`src/sv/ovl_pkg.sv`:
```
// Package: types and constants shared by the ordered value list modules.
package ovl_pkg;
	localparam int Depth = 16;
	localparam int DataWidth = 32;
	localparam int IdxW = $clog2(Depth);
	localparam int CntW = $clog2(Depth + 1);

	typedef enum logic [2:0] {
		REQ_PUSH_FRONT = 3'd0,
		REQ_PUSH_BACK  = 3'd1,
		REQ_DELETE     = 3'd2,
		REQ_SIZE       = 3'd3,
		REQ_DUMP       = 3'd4,
		REQ_CLEAR      = 3'd5,
		REQ_FIND       = 3'd6,
		REQ_CHANGE     = 3'd7
	} req_t;

	typedef enum logic [1:0] {
		ST_DONE      = 2'd0,
		ST_NOT_FOUND = 2'd1,
		ST_FULL      = 2'd2,
		ST_EMPTY     = 2'd3
	} status_t;

	typedef struct packed {
		logic [2:0]                   req_type;
		logic signed [DataWidth-1:0]  key;
		logic signed [DataWidth-1:0]  new_value;
	} in_word_t;

	typedef struct packed {
		logic [1:0]                   status;
		logic [CntW-1:0]              count;
		logic signed [DataWidth-1:0]  item_value;
		logic                         item_valid;
		logic                         last;
	} out_word_t;
endpackage

```
`src/sv/ordered_value_list_top.sv`:
```
// Top level of the ordered value list: request queue followed by the list engine.
// Holds up to 16 signed 32-bit words in order. Each request leaves the two-word
// input queue for the engine, which registers its result; a dump walks the
// stored words out through the single output register, holds on an output stall
// and takes no new request until done. Each request yields one word, except a
// dump of a non-empty list: one word per stored value, last on the final one.
module ordered_value_list_top import ovl_pkg::*; (
	input  logic      clk,
	input  logic      arst_n,
	input  logic      in_valid,
	output logic      in_stall,
	input  in_word_t  in_data,
	output logic      out_valid,
	input  logic      out_stall,
	output out_word_t out_data
);
	logic     q_valid, q_stall;
	in_word_t q_data;

	ovl_queue u_queue (
		.clk(clk), .arst_n(arst_n),
		.in_valid(in_valid), .in_stall(in_stall), .in_data(in_data),
		.out_valid(q_valid), .out_stall(q_stall), .out_data(q_data)
	);

	ovl_engine u_engine (
		.clk(clk), .arst_n(arst_n),
		.req_valid(q_valid), .req_stall(q_stall), .req(q_data),
		.res_valid(out_valid), .res_stall(out_stall), .res(out_data)
	);
endmodule

```
`src/sv/ovl_queue.sv`:
```
// Two-entry queue that decouples request intake from the list engine.
module ovl_queue import ovl_pkg::*; (
	input  logic     clk,
	input  logic     arst_n,
	input  logic     in_valid,
	output logic     in_stall,
	input  in_word_t in_data,
	output logic     out_valid,
	input  logic     out_stall,
	output in_word_t out_data
);
	in_word_t  mem_q [2];
	logic      wr_q, rd_q;
	logic [1:0] cnt_q;
	logic      push, pop;

	assign in_stall  = (cnt_q == 2'd2);
	assign out_valid = (cnt_q != 2'd0);
	assign out_data  = mem_q[rd_q];
	assign push = in_valid && !in_stall;
	assign pop  = out_valid && !out_stall;

	always_ff @(posedge clk) begin
		if (push) mem_q[wr_q] <= in_data;
	end

	always_ff @(posedge clk or negedge arst_n) begin
		if (!arst_n) begin
			wr_q <= 1'b0;
			rd_q <= 1'b0;
			cnt_q <= 2'd0;
		end else begin
			if (push) wr_q <= ~wr_q;
			if (pop) rd_q <= ~rd_q;
			cnt_q <= cnt_q + {1'b0, push} - {1'b0, pop};
		end
	end
endmodule

```
`src/sv/ovl_engine.sv`:
```
// List engine: row of cells with parallel match, shifts on front insert and delete, dump walk.
module ovl_engine import ovl_pkg::*; (
	input  logic      clk,
	input  logic      arst_n,
	input  logic      req_valid,
	output logic      req_stall,
	input  in_word_t  req,
	output logic      res_valid,
	input  logic      res_stall,
	output out_word_t res
);
	logic [DataWidth-1:0] cell_q [Depth];
	logic [CntW-1:0]      cnt_q;
	logic                 dump_q;
	logic [IdxW-1:0]      dptr_q;
	logic                 ovalid_q;
	out_word_t            res_q;

	logic                 out_free, take;
	logic [Depth-1:0]     hit, first;
	logic                 any_hit;
	logic                 full;

	assign out_free  = !ovalid_q || !res_stall;
	assign req_stall = dump_q || !out_free;
	assign take      = req_valid && !req_stall;
	assign full      = (cnt_q == CntW'(Depth));
	assign res_valid = ovalid_q;
	assign res       = res_q;

	always_comb begin
		for (int i = 0; i < Depth; i++)
			hit[i] = (CntW'(i) < cnt_q) && (cell_q[i] == req.key);
		first = hit & (~hit + 1'b1);
		any_hit = |hit;
	end

	always_ff @(posedge clk) begin
		if (take) begin
			unique case (req_t'(req.req_type))
				REQ_PUSH_FRONT: if (!full) begin
					for (int i = Depth - 1; i > 0; i--) cell_q[i] <= cell_q[i-1];
					cell_q[0] <= req.key;
				end
				REQ_PUSH_BACK: if (!full) cell_q[cnt_q[IdxW-1:0]] <= req.key;
				REQ_DELETE: begin
					// shift down everything at or past the first match
					for (int i = 0; i < Depth - 1; i++)
						if (|(first & ((Depth'(1) << (i + 1)) - 1'b1)))
							cell_q[i] <= cell_q[i+1];
				end
				REQ_CHANGE: begin
					for (int i = 0; i < Depth; i++)
						if (first[i]) cell_q[i] <= req.new_value;
				end
				default: ;
			endcase
		end
	end

	always_ff @(posedge clk or negedge arst_n) begin
		if (!arst_n) begin
			cnt_q <= '0;
			dump_q <= 1'b0;
			dptr_q <= '0;
			ovalid_q <= 1'b0;
		end else begin
			if (ovalid_q && !res_stall && !dump_q) ovalid_q <= 1'b0;
			if (dump_q && out_free) begin
				// advance the walk one word per free output slot
				ovalid_q <= 1'b1;
				res_q.status <= ST_DONE;
				res_q.count <= cnt_q;
				res_q.item_value <= cell_q[dptr_q];
				res_q.item_valid <= 1'b1;
				res_q.last <= ({1'b0, dptr_q} + 1'b1 == {1'b0, cnt_q});
				if ({1'b0, dptr_q} + 1'b1 == {1'b0, cnt_q}) dump_q <= 1'b0;
				dptr_q <= dptr_q + 1'b1;
			end else if (take) begin
				logic [1:0]      st;
				logic [CntW-1:0] nc;
				st = ST_DONE;
				nc = cnt_q;
				unique case (req_t'(req.req_type))
					REQ_PUSH_FRONT, REQ_PUSH_BACK:
						if (full) st = ST_FULL; else nc = cnt_q + 1'b1;
					REQ_DELETE:
						if (!any_hit) st = ST_NOT_FOUND; else nc = cnt_q - 1'b1;
					REQ_SIZE: if (cnt_q == '0) st = ST_EMPTY;
					REQ_DUMP: if (cnt_q == '0) st = ST_EMPTY;
					REQ_CLEAR: nc = '0;
					REQ_FIND, REQ_CHANGE: if (!any_hit) st = ST_NOT_FOUND;
					default: ;
				endcase
				cnt_q <= nc;
				if (req_t'(req.req_type) == REQ_DUMP && cnt_q != '0) begin
					dump_q <= 1'b1;
					dptr_q <= '0;
					ovalid_q <= 1'b0;
				end else begin
					ovalid_q <= 1'b1;
					res_q.status <= st;
					res_q.count <= nc;
					res_q.item_value <= '0;
					res_q.item_valid <= 1'b0;
					res_q.last <= 1'b1;
				end
			end
		end
	end
endmodule
```
`config.mk`:
```
export PLATFORM = sky130hd
export DESIGN_NAME = ordered_value_list_top
export DESIGN_NICKNAME = d
export VERILOG_FILES = /design/src/sv/ovl_pkg.sv /design/src/sv/ordered_value_list_top.sv /design/src/sv/ovl_queue.sv /design/src/sv/ovl_engine.sv
export SDC_FILE = /design/constraint.sdc
export NUM_CORES = 2
export LEC_CHECK = 0
export ABC_CLOCK_PERIOD_IN_PS = 9500
export BUFFER_PORTS_ARGS = -buffer_cell sky130_fd_sc_hd__buf_2
export CAP_MARGIN = 10
export CORE_MARGIN = 5
export CORE_UTILIZATION = 35
export DETAILED_ROUTE_END_ITERATION = 8
export REMOVE_ABC_BUFFERS = 1
export SYNTH_ARGS = -nofsm -noshare
export SYNTH_HDL_FRONTEND = slang
export SYNTH_HIERARCHICAL = 1
export SYNTH_SLANG_ARGS = --single-unit
export TNS_END_PERCENT = 100
```
`constraint.sdc`:
```
create_clock -name clk -period 9.5 [get_ports clk]
set_input_delay 0.95 -clock clk [delete_from_list [all_inputs] [get_ports clk]]
set_output_delay 0.95 -clock clk [all_outputs]
set_load 0.05 [all_outputs]
```
* Yosys cells after proc, flatten, opt, wreduce, memory -nomap -nowiden
Memories as Yosys holds them, arrays and structs flattened.
Cells that the tools add are included.
** Cells by class
- Muxes and demuxes :: 187
- Bitwise operators :: 36
- $add $sub $neg :: 7
- $lt $le $gt $ge :: 16
- Equal/unequal tests :: 28
- Reduce and logical (&&, ||, !) cells :: 60
** Operator list (count)
- 32-bit 2-to-1 mux :: 32
- 32-bit equality test :: 16
- 1-bit 2-to-1 mux :: 142
- 41-bit 2-to-1 mux :: 2
- 4-bit by 5-bit < comparator with 1-bit output, first input constant :: 8
- 39-bit 2-to-1 mux :: 1
- 32-bit OR reduction :: 1
- 1-bit bitwise OR :: 31
- 1-bit logical AND :: 22
- 3-bit by 5-bit < comparator with 1-bit output, first input constant :: 4
- 16-bit by 1-bit adder with 16-bit output, second input constant :: 1
- 16-bit bitwise AND :: 1
- 4-bit 2-to-1 mux :: 4
- 16-bit NOT :: 1
- 16-bit OR reduction :: 1
- 5-bit one-hot mux with 3 select lines :: 1
- 15-bit OR reduction :: 1
- 14-bit OR reduction :: 1
- 13-bit OR reduction :: 1
- 3-bit equality test, second input constant :: 4
- 12-bit OR reduction :: 1
- 11-bit OR reduction :: 1
- 1-bit by 5-bit < comparator with 1-bit output, first input constant :: 2
- 2-bit by 5-bit < comparator with 1-bit output, first input constant :: 2
- 35 further kinds :: 53
** Word-level totals
- Memories :: 2
- Input bits :: 71
- Bits in registers :: 56
- RAM bits :: 646
** Memory list
- u_engine.cell_q :: depth 16, bits a word 32, rd ports 17, clocked after Yosys merged registers in 0, wr ports 16, line ovl_engine.sv:12 : logic [DataWidth-1:0] cell_q [Depth];
- u_queue.mem_q :: depth 2, bits a word 67, rd ports 1, clocked after Yosys merged registers in 0, wr ports 1, line ovl_queue.sv:12 : in_word_t mem_q [2];

* Longest topological paths before layout
An unclocked memory read counts as a cell.
- Word-level depth :: 13
- Depth in mapped cells :: 18

* Cells and area by module
Netlist, hierarchy kept.
** Modules (own cells, without submodules)
- ovl_engine :: cells each 4531, instances 1, area each 44664.1 um2
- ovl_queue :: cells each 227, instances 1, area each 5126.2 um2

* Worst setup path after synthesis
Ideal clock, no wire load.
- Kind :: flip-flop to flip-flop
- Start point :: reg u_queue.rd_q
- End point :: mem u_engine.cell_q[0][0] (enable)
- Period minus slack after synthesis :: 6.582 ns
- Path buffers :: 3
- Setup slack :: 2.918 ns
- Data required time :: 8.967 ns
- Cell stages (with the launch flop) :: 10
- Arrival :: 6.049 ns
- Cell sequence :: dfrtp_1 > buf_6 > buf_2 > mux2_2 > clkbuf_1 > nor2_1 > nand2_1 > nor3_1 > nand2_1 > o311ai_0
** RTL lines
- start: declaration :: line ovl_queue.sv:13 : logic wr_q, rd_q;
- start signal: assignment :: line ovl_queue.sv:34 : if (pop) rd_q <= ~rd_q;
- end: declaration :: line ovl_engine.sv:12

==> out/qor.txt <==
Status = completed
Setup Skew = 0.0844 ns
Most used DFF post-synth = edfxtp_1
Most frequent cells in the layout = edfxtp_1, nand2_1, xor2_1
Yosys top cell by area = edfxtp_1
Startpoint types = flip-flop
Die width = 387 um
Pwr Total = 16700 uW
Share of cells above drive strength 1 = 0.164
Maximum VDD drop = 0.271 mV
Iter 0 DRT Violations = 7679
Period utilisation layout = 0.748
DP Area = 52100 um2
Slew Viols, Final = 0
Min cycle time layout = 7.11 ns
DP Wirelength = 182000 um
Area delta synth->final = 10.3%
GRT overflow = 0
F_max = 141 MHz
Measured slew at the worst slew-check pin = 1.41 ns
Asr flop ratio synth = 0.0214
I/O Buffers = 113
Total CTS buffers = 84
Class of the worst hold path = input port to async pin
RSZ-0062 raised after global routing = no
# DRC = 0
Number of synthesized flops with an enable pin = 687
Capture point of the worst path = u_engine/cell_q[12][20]
CTS resizes = 0
Largest net degree at the start of global routing = 106
CP Capture Type = flip-flop
Critical Path AT = 7.52 ns
CTS tree = done
Routed Antenna Nets = 0
Leak = 0.0194 uW
Starting Density = 0.352
Core area = 141000 um2
Worst Setup Path Type = flip-flop to flip-flop
Total GRT Usage = 0.337
#FFs+latches synth = 702
Vias in the first global route = 41500
CTS Hold Bufs = 0
GP Congestion = 1.08
Root Driver = clkbuf_16
Avg WL per Cell = 40.1 um
Top cell type's share of synthesized area = 0.414
Clock sinks = 702
Crit Path Max Fanout = 42
Cell area power density = 305 nW/um2
Synthesized cell area = 49800 um2
WL final = 265000 um
Die Footprint = 150000 um2
Max-Cap Viols = 0
Worst R2R Setup Slack = 2.39 ns
Reg clk slew, reported paths = 0.06 ns
Fin. Hold Viols = 0
Postcts setup bufs = 0
Share of the yosys chip area belonging to registers = 0.422
Vias = 44700
Yosys Warn Count = 6
First-pass GRT wire length = 356000 um
Worst R2R Path Depth = 14
Distinct cells, synth = 79
Ports = 114
Largest cells by area after synthesis = edfxtp_1, mux4_2, mux2i_1, xor2_1, nand2_1
H-tree depth = 3
Reg2reg end = u_engine/cell_q[12][20]
Syn Area/Cell = 10.5 um2
NumNets Final = 4707
Most common cell after layout, fill and taps aside = edfxtp_1
CP required = 9.92 ns
Relative slew slack = 0.0518
Via density = 6.78
Reg2Reg Launch Point = u_queue/rd_q
Gate Count Post-Synth = 4758
Placement Rows = 138
Crit path from = u_queue/rd_q
Deepest clock path buffer count = 3
Final instance area = 54900 um2
Initial antenna violation count = 20
Die H = 387 um
Final setup violation count = 0
Skew-Pair Late Insertion Delay = 0.75 ns
Drt first pass iters = 6
[stage by stage]
step	utilization	setup slack [ns]	hold WS, ns	TNS (ns)	instances
final	0.388	2.39	0.160	0	6595
after floorplan	-	-0.181	0.460	-5.79	4285
after detailed placement	0.369	2.70	0.486	0	6432
after CTS	0.388	2.69	0.135	0	6585
after global placement	0.369	2.64	0.481	0	6432
after global routing	0.388	2.41	0.165	0	6585
[per-layer routing]
metal / vias to the layer above / share of wire / track usage / wire length (um)
met5: - / 0.00034 / 0 / 91
met2: 4025 / 0.41 / 0.477 / 108000
met3: 876 / 0.15 / 0.134 / 39700
met1: 22200 / 0.37 / 0.432 / 96800
met4: 14 / 0.076 / 0.203 / 20300
li1: 17700 / - / - / -
[worst max-delay path, stage by stage, from the launching register on]
cell and delay, ns:
dfrtp_4 0.87, buf_4 0.56, mux2_4 0.50, buf_4 0.43, xor2_1 0.24, a2111oi_0 0.11
nand4_1 0.16, nor3_1 0.08, nor4_1 0.86, nand2_1 0.62, o21ai_0 0.53, a21o_1 0.19
buf_4 0.38, nand2b_1 0.73, buf_4 0.42
[synth_stat cells, types with 39 or more instances]
library cell	number
a211oi_1	48
a21oi_1	191
a221o_1	43
and2_1	39
and3_1	82
buf_2	89
clkbuf_1	327
edfxtp_1	687
inv_1	127
mux2_2	122
mux2i_1	343
mux4_2	160
nand2_1	403
nand2b_1	41
nand3_1	44
nand4_1	91
nor2_1	337
nor3_1	78
nor4_1	160
o21ai_0	144
o21ai_1	44
o22ai_1	88
o31ai_1	65
xnor2_1	141
xor2_1	385
[worst min-delay path by stage]
stage	from	endpoint	slack [ns]
after floorplan	u_queue/cnt_q[1]	u_queue/cnt_q[1]	0.46
after global placement	u_queue/cnt_q[1]	u_queue/cnt_q[1]	0.48
after detailed placement	u_queue/cnt_q[1]	u_queue/cnt_q[1]	0.49
after CTS	arst_n	u_engine/cnt_q[2]	0.13
after global routing	arst_n	u_engine/res_valid	0.16
final	arst_n	u_engine/cnt_q[4]	0.16
[state kept, by name (all words and copies together) (netlist names), 2 cells and up]
register,count
u_queue/cnt_q,2
u_queue/mem_q,134
u_engine/dptr_q,4
u_engine/res,41
u_engine/cell_q,512
u_engine/cnt_q,5
[kinds of logic (layout without fill, tap and decap cells)]
| logic type | Yosys count | in the layout | share of synthesized area |
|---|---|---|---|
| AOI/OAI and AO/OA | 847 | 847 | 0.115 |
| xor gates and xnor gates | 526 | 526 | 0.0925 |
| adders and majority gates | 8 | 8 | 0.00201 |
| buffers and inverters | 601 | 538 | 0.0498 |
| DFF | 702 | 702 | 0.422 |
| muxes | 645 | 645 | 0.175 |
| other | 0 | 10 | 0 |
| and+or+nand+nor | 1429 | 1429 | 0.144 |
[report_power, final]
part | total (uW) | leakage (uW) | internal (uW) | switching [uW]
sequential | 4910 | 0.00645 | 4160 | 746
combinational | 8510 | 0.0116 | 2390 | 6120
clock | 3320 | 0.00131 | 1820 | 1510
[area by class of cell]
cell class	instances	area, um2
multi-input combinational	3455	26600
timing repair buffer	257	1680
clock buffer	106	2220
tap	1890	2360
sequential	702	21000
clock inverter	47	522
antenna	10	25.0
inverter	128	480
fill	13700	86500
Power figures use the tool's default switching activity.
